### src/hdl/chained_hash_table_engine_assert.svh
// assertion macros for the chained hash table engine
`ifndef CHAINED_HASH_TABLE_ENGINE_ASSERT_SVH
`define CHAINED_HASH_TABLE_ENGINE_ASSERT_SVH
// implication checked at every edge outside reset
`define CHT_ASSERT_IMP(label, clk, rst_n, ante, cons, msg) \
    label: assert property (@(posedge clk) disable iff (!rst_n) (ante) |-> (cons)) \
        else $error(msg);
// next-cycle implication checked outside reset
`define CHT_ASSERT_NXT(label, clk, rst_n, ante, cons, msg) \
    label: assert property (@(posedge clk) disable iff (!rst_n) (ante) |=> (cons)) \
        else $error(msg);
`endif

### src/hdl/cht_pkg.sv
// shared types and codes for the chained hash table engine
package cht_pkg;
    localparam logic [1:0] OP_INSERT = 2'd0;
    localparam logic [1:0] OP_SEARCH = 2'd1;
    localparam logic [1:0] OP_DELETE = 2'd2;
    localparam logic [2:0] ST_INSERTED  = 3'd0;
    localparam logic [2:0] ST_FOUND     = 3'd1;
    localparam logic [2:0] ST_NOT_FOUND = 3'd2;
    localparam logic [2:0] ST_DELETED   = 3'd3;
    localparam logic [2:0] ST_FULL      = 3'd4;

    // controller to datapath commands
    typedef struct packed {
        logic load;      // capture request, start modulo
        logic mod_step;  // one restoring division step
        logic hash_fix;  // correct negative remainder, fetch fill
        logic rd_entry;  // read chain entry at scan index
        logic cmp;       // compare registered entry, advance scan
        logic shift;     // read entry one above for delete compaction
        logic shift_wr;  // write shifted entry back
        logic finish;    // write fill and form result
        logic clear;     // start clearing fills
    } t_cmd;

    // datapath to controller status
    typedef struct packed {
        logic mod_done;
        logic scan_end;  // scan index reached fill
        logic hit;
        logic shift_end;
        logic clr_done;
        logic [1:0] op;
    } t_stat;
endpackage

### src/hdl/cht_ctrl.sv
// controller state machine of the chained hash table engine
module cht_ctrl (
    input  logic          i_clk,
    input  logic          i_rst_n,
    input  logic          i_req_valid,
    input  logic          i_cfg_we,
    input  logic          i_out_free,
    input  cht_pkg::t_stat i_stat,
    output logic          o_req_ready,
    output cht_pkg::t_cmd o_cmd
);
    import cht_pkg::*;

    typedef enum logic [3:0] {
        S_CLEAR, S_IDLE, S_MOD, S_FIX, S_FETCH, S_CMP, S_SRD, S_SWR, S_DONE
    } t_state;

    t_state r_state, n_state;

    assign o_req_ready = (r_state == S_IDLE) && !i_cfg_we;

    // next state and commands
    always_comb begin
        n_state = r_state;
        o_cmd = '0;
        case (r_state)
            S_CLEAR: begin
                if (i_stat.clr_done) n_state = S_IDLE;
            end
            S_IDLE: begin
                if (i_cfg_we) begin
                    o_cmd.clear = 1'b1;
                    n_state = S_CLEAR;
                end else if (i_req_valid) begin
                    o_cmd.load = 1'b1;
                    n_state = S_MOD;
                end
            end
            S_MOD: begin
                o_cmd.mod_step = 1'b1;
                if (i_stat.mod_done) n_state = S_FIX;
            end
            S_FIX: begin
                o_cmd.hash_fix = 1'b1;
                n_state = (i_stat.op == OP_INSERT) ? S_DONE : S_FETCH;
            end
            S_FETCH: begin
                if (i_stat.scan_end) n_state = S_DONE;
                else begin
                    o_cmd.rd_entry = 1'b1;
                    n_state = S_CMP;
                end
            end
            S_CMP: begin
                o_cmd.cmp = 1'b1;
                if (i_stat.hit)
                    n_state = (i_stat.op == OP_DELETE) ? S_SRD : S_DONE;
                else n_state = S_FETCH;
            end
            S_SRD: begin
                if (i_stat.shift_end) n_state = S_DONE;
                else begin
                    o_cmd.shift = 1'b1;
                    n_state = S_SWR;
                end
            end
            S_SWR: begin
                o_cmd.shift_wr = 1'b1;
                n_state = S_SRD;
            end
            S_DONE: begin
                if (i_out_free) begin
                    o_cmd.finish = 1'b1;
                    n_state = S_IDLE;
                end
            end
            default: n_state = S_IDLE;
        endcase
    end

    // state register, reset clears the fill counts first
    always_ff @(posedge i_clk) begin
        if (!i_rst_n) r_state <= S_CLEAR;
        else r_state <= n_state;
    end
endmodule

### config.mk
export PLATFORM = sky130hd
export DESIGN_NAME = cht_ctrl
export DESIGN_NICKNAME = d
export VERILOG_FILES = /design/src/hdl/chained_hash_table_engine_assert.svh /design/src/hdl/cht_pkg.sv /design/src/hdl/cht_ctrl.sv
export SDC_FILE = /design/constraint.sdc
export NUM_CORES = 1
export LEC_CHECK = 0
export ABC_AREA = 1
export ABC_CLOCK_PERIOD_IN_PS = 1600
export BUFFER_PORTS_ARGS = -buffer_cell sky130_fd_sc_hd__buf_2
export CORE_AREA = 2 2 39 41
export DETAILED_ROUTE_END_ITERATION = 10
export DIE_AREA = 0 0 41 43
export SETUP_SLACK_MARGIN = 0.4
export SYNTH_ARGS = -nofsm -noshare
export SYNTH_HDL_FRONTEND = slang
export SYNTH_SLANG_ARGS = --single-unit
### constraint.sdc
create_clock -name i_clk -period 1.6 [get_ports i_clk]
set_input_delay 0.08 -clock i_clk [delete_from_list [all_inputs] [get_ports i_clk]]
set_output_delay 0.08 -clock i_clk [all_outputs]
set_load 0.005 [all_outputs]
Word-level counts from Yosys, hierarchy flattened --
Index checks and enable logic that the tools add are counted.
Storage, ports and cells: bits of input ports 12, output and inout bits 10, register bits 4
Cells by class: equal/unequal tests 13, reductions and logical operators 5, multiplexer cells 26
Operators with widths (number):
- 4-bit two-way mux | 10
- 4-bit case mux with 9 select lines | 1
- 4-bit by 3-bit == test with 1-bit output, second input constant | 4
- 1-bit two-way mux | 15
- 4-bit by 2-bit == test with 1-bit output, second input constant | 2
- 2-bit inequality test, second input constant | 3
- 4-bit by 1-bit == test with 1-bit output, second input constant | 1
- 4-bit == test, second input constant | 1
- 4-bit zero test | 1
- 4-bit AND reduction | 1
- 3-bit inequality test, second input constant | 1
- 2-bit == test, second input constant | 1
- 2-bit zero test | 1
- 1-bit logical AND | 1
- 1-bit zero test | 1

Logic depth before layout (Yosys ltp) --
depth after elaboration 4, gate-level depth with buffers 8, depth with buffers taken out 8

Worst setup path after synthesis --
Ideal clock, no wire load.
path kind flip-flop to flip-flop, start register r_state[1], end register r_state[0], clock period less this slack 1049 ps, arrival 936 ps, setup slack 551 ps, stages on the path, launching flop included 8, path buffers 1, cells stage by stage dfxtp_1 -> buf_6 -> nor2_2 -> nand4_1 -> nand2_1 -> nor2_2 -> nor2_1 -> nor2_1
Between the ends: cells in the longest elaborated chain, start to end 3, elaborated cells between the ends (all ways) 15
Ends and longest elaborated chain:
- from (decl) | RTL line cht_ctrl.sv:18 | t_state r_state, n_state;
- from (signal assigned) | RTL line cht_ctrl.sv:84 | else r_state <= n_state;
- 4-bit by 1-bit == test with 1-bit output (tied with other cells) | RTL line cht_ctrl.sv:26 | case (r_state)
- 3-bit inequality test (no source line) / 2-bit inequality test (equally long branches)
- 4-bit AND reduction (no source line)
Parallel ways exist; a longest one is shown, timed or not. A chain may end at the register's enable or synchronous reset.

==> summary.txt <==
Final layout
  – Final nets: 115
  – Regs by FF count: r_state: 4 flops
  – Max reg flops: 4
  – Synthesis-to-layout area growth: 46.2%
  – Final core utilization: 44.9%
  – Fraction of layout cells with a size suffix above 1: 43.6%
  – Top reg by flops: r_state
  – # diodes: 0

GRT
  – Global-route wire length before repair: 1640 um
  – Largest net degree at the start of global routing: 10
  – Vias in the first global route: 450
  – Total gr overflow: 0
  – Antenna violations before repair: 0
  – GR Util All Layers: 13.9%

Timing
  – RSZ-0062 raised after global routing: true
  – Clock Skews: 3.24 ps
  – Tcrit/Tclk final: 74.0%
  – Final setup vio count: 0
  – Hold Vio Cnt, Final: 0
  – Worst-margin pin slew: 244 ps
  – Final TNS setup: 0 ps
  – Achievable Freq: 0.845 GHz
  – Max_slew headroom: 83.5%
  – Slew Limit Fails: 0
  – Minimum clock period after layout: 1180 ps

Synthesis
  – Netlist cell types: 18
  – Area contributors post-synth: dfxtp_1 19%, inv_1 13%, nand2_1 12%
  – Post-synthesis sequential area ratio: 18.8%
  – Top-area cell type share of the netlist area: 18.8%
  – Synthesis Warnings: 0
  – Yosys reg bits: 4
  – Synth area leader: dfxtp_1
  – Synth Net Count: 88
  – Synth Instances: 76
  – Mean post-synth cell area: 5.60 um^2
  – Syn Std Cell Area: 425 um^2

Worst setup path
  – Setup crit end kind: output port
  – Crit path largest cell delay: 370 ps
  – Crit-path slowest cell: dfxtp_4
  – CP max FO: 6
  – Kind of critical path: reg -> out
  – Worst EP arrival: 1100 ps
  – Crit start category: flip-flop
  – Cells along the critical path: inv_4 > nor2_4 > nand3b_1 > inv_1 > buf_2
  – Worst EP required: 1520 ps

Floorplan
  – I/O pin cnt: 22
  – # rows: 14
  – Core outline area: 0.00138 mm^2
  – Die Width: 41 um
  – Initial core utilization: 30.7%
  – Die height: 43 um
  – Die area: 0.00176 mm^2

Detailed routing
  – Drt first-iter violations: 18
  – Vias: 540
  – WL/cell: 9.31 um
  – Final ANT Viol Nets: 0
  – Routed WL: 1090 um
  – Post-route DRC: 0
  – DRT Pass-1 Iters: 4
  – Vias per std cell: 4.62

Place
  – Port buffer count: 21
  – Dpl hpwl: 862 um
  – GP Congestion: 0.832

Flow run
  – Max cap viols: 0

Clock network
  – CTS Sinks: 4
  – Root Buffer: clkbuf_4
  – Max clock buf depth: 2
  – CTS Buf Count: 3
  – TritonCTS clock tree: yes
  – H-tree levels: 1
  – Clock transition at path regs: 40 ps
  – Skew-Pair Late Insertion Delay: 230 ps

Power
  – Pwr/cell area: 818 mW/mm^2
  – Peak supply drop: 0.516 mV
  – Leakage: 0.370 nW

Outcome
  – Status: finished clean

Min path
  – Min-delay worst type: in -> reg
[layer usage]
layer  vias up  wire (um)  global-route usage (%)
li1        291          -                       -
met1       230        474                    15.1
met2        19        542                    23.8
met3         0         72                    1.57
met4         0          0                    8.00
met5         -          0                       0
[placed cells by master (no fill, tap or decap), drive strengths merged]
| master | count |
|---|---|
| nand2 | 15 |
| nand4 | 4 |
| o211ai | 1 |
| dfxtp | 4 |
| o21ai | 3 |
| nor3 | 1 |
| clkbuf | 3 |
| buf | 23 |
| inv | 17 |
| a21oi | 4 |
| nand3b | 2 |
| nand3 | 8 |
| nor2 | 16 |
[power by group]
group	switching, mW	total, mW	internal [mW]
combinational	0.139	0.233	0.0946
clock	0.0379	0.122	0.0837
sequential	0.0348	0.154	0.119
[cell type report]
cell class | count | area (um^2)
clock buffers | 3 | 22.5
fillers | 160 | 762
inverters | 17 | 68.8
multi-input cells | 54 | 295
flip-flops and latches | 4 | 95.1
well taps | 16 | 20.0
repair buffers | 23 | 120
[worst max-delay path: cells and delay by family (launching register included)]
kind / cells / cell delay, ps
DFF: 1 / 370
and+or+nand+nor: 2 / 280
buffers and inverters: 3 / 210
[through the flow]
stage | hold WS, ps | total power [mW] | setup WS [ps] | area [um^2] | std cells
2_1_floorplan | 200 | 0.299 | 551 | 425 | 76
3_3_place_gp | 319 | 0.351 | 375 | 539 | 112
3_5_place_dp | 323 | 0.350 | 378 | 539 | 112
4_1_cts | 66.8 | 0.495 | 376 | 596 | 117
5_1_grt | 90.9 | 0.550 | 321 | 622 | 117
6_report | 76.8 | 0.509 | 416 | 622 | 117
[cells by family after synthesis]
logic type / count (synthesis) / share of synthesized area, %
AOI/OAI and AO/OA: 8 / 10.9
buffers and inverters: 18 / 17.6
DFF: 4 / 18.8
and+or+nand+nor: 46 / 52.6
[cells in the mapped netlist]
master	instances
nor2_4	1
nand3b_1	2
dfxtp_1	4
a21oi_2	1
o211ai_1	1
o21ai_0	2
nor2_2	5
o21ai_1	1
buf_6	1
a21oi_1	3
nor2_1	10
nor3_1	1
nand4_1	4
nand2_2	1
nand3_1	8
inv_1	15
inv_2	2
nand2_1	14
[final timing paths]
kind	slack (ps)	cells past startpoint	end	startpoint
min reg2reg	540	2	r_state[0]	r_state[0]
max reg2reg	440	9	r_state[0]	r_state[2]
max	420	5	o_cmd[5]	r_state[2]
min	80	3	r_state[0]	i_rst_n
[timing repair]
| item | CTS | global route |
|---|---|---|
| resized for setup | 6 | 11 |
| hold buffers | 0 | 0 |
| pin swaps | 3 | 6 |
| buffers inserted | 2 | 0 |
| endpoints found under the setup margin | 13 | 13 |
(Power assumes the default switching activity.)
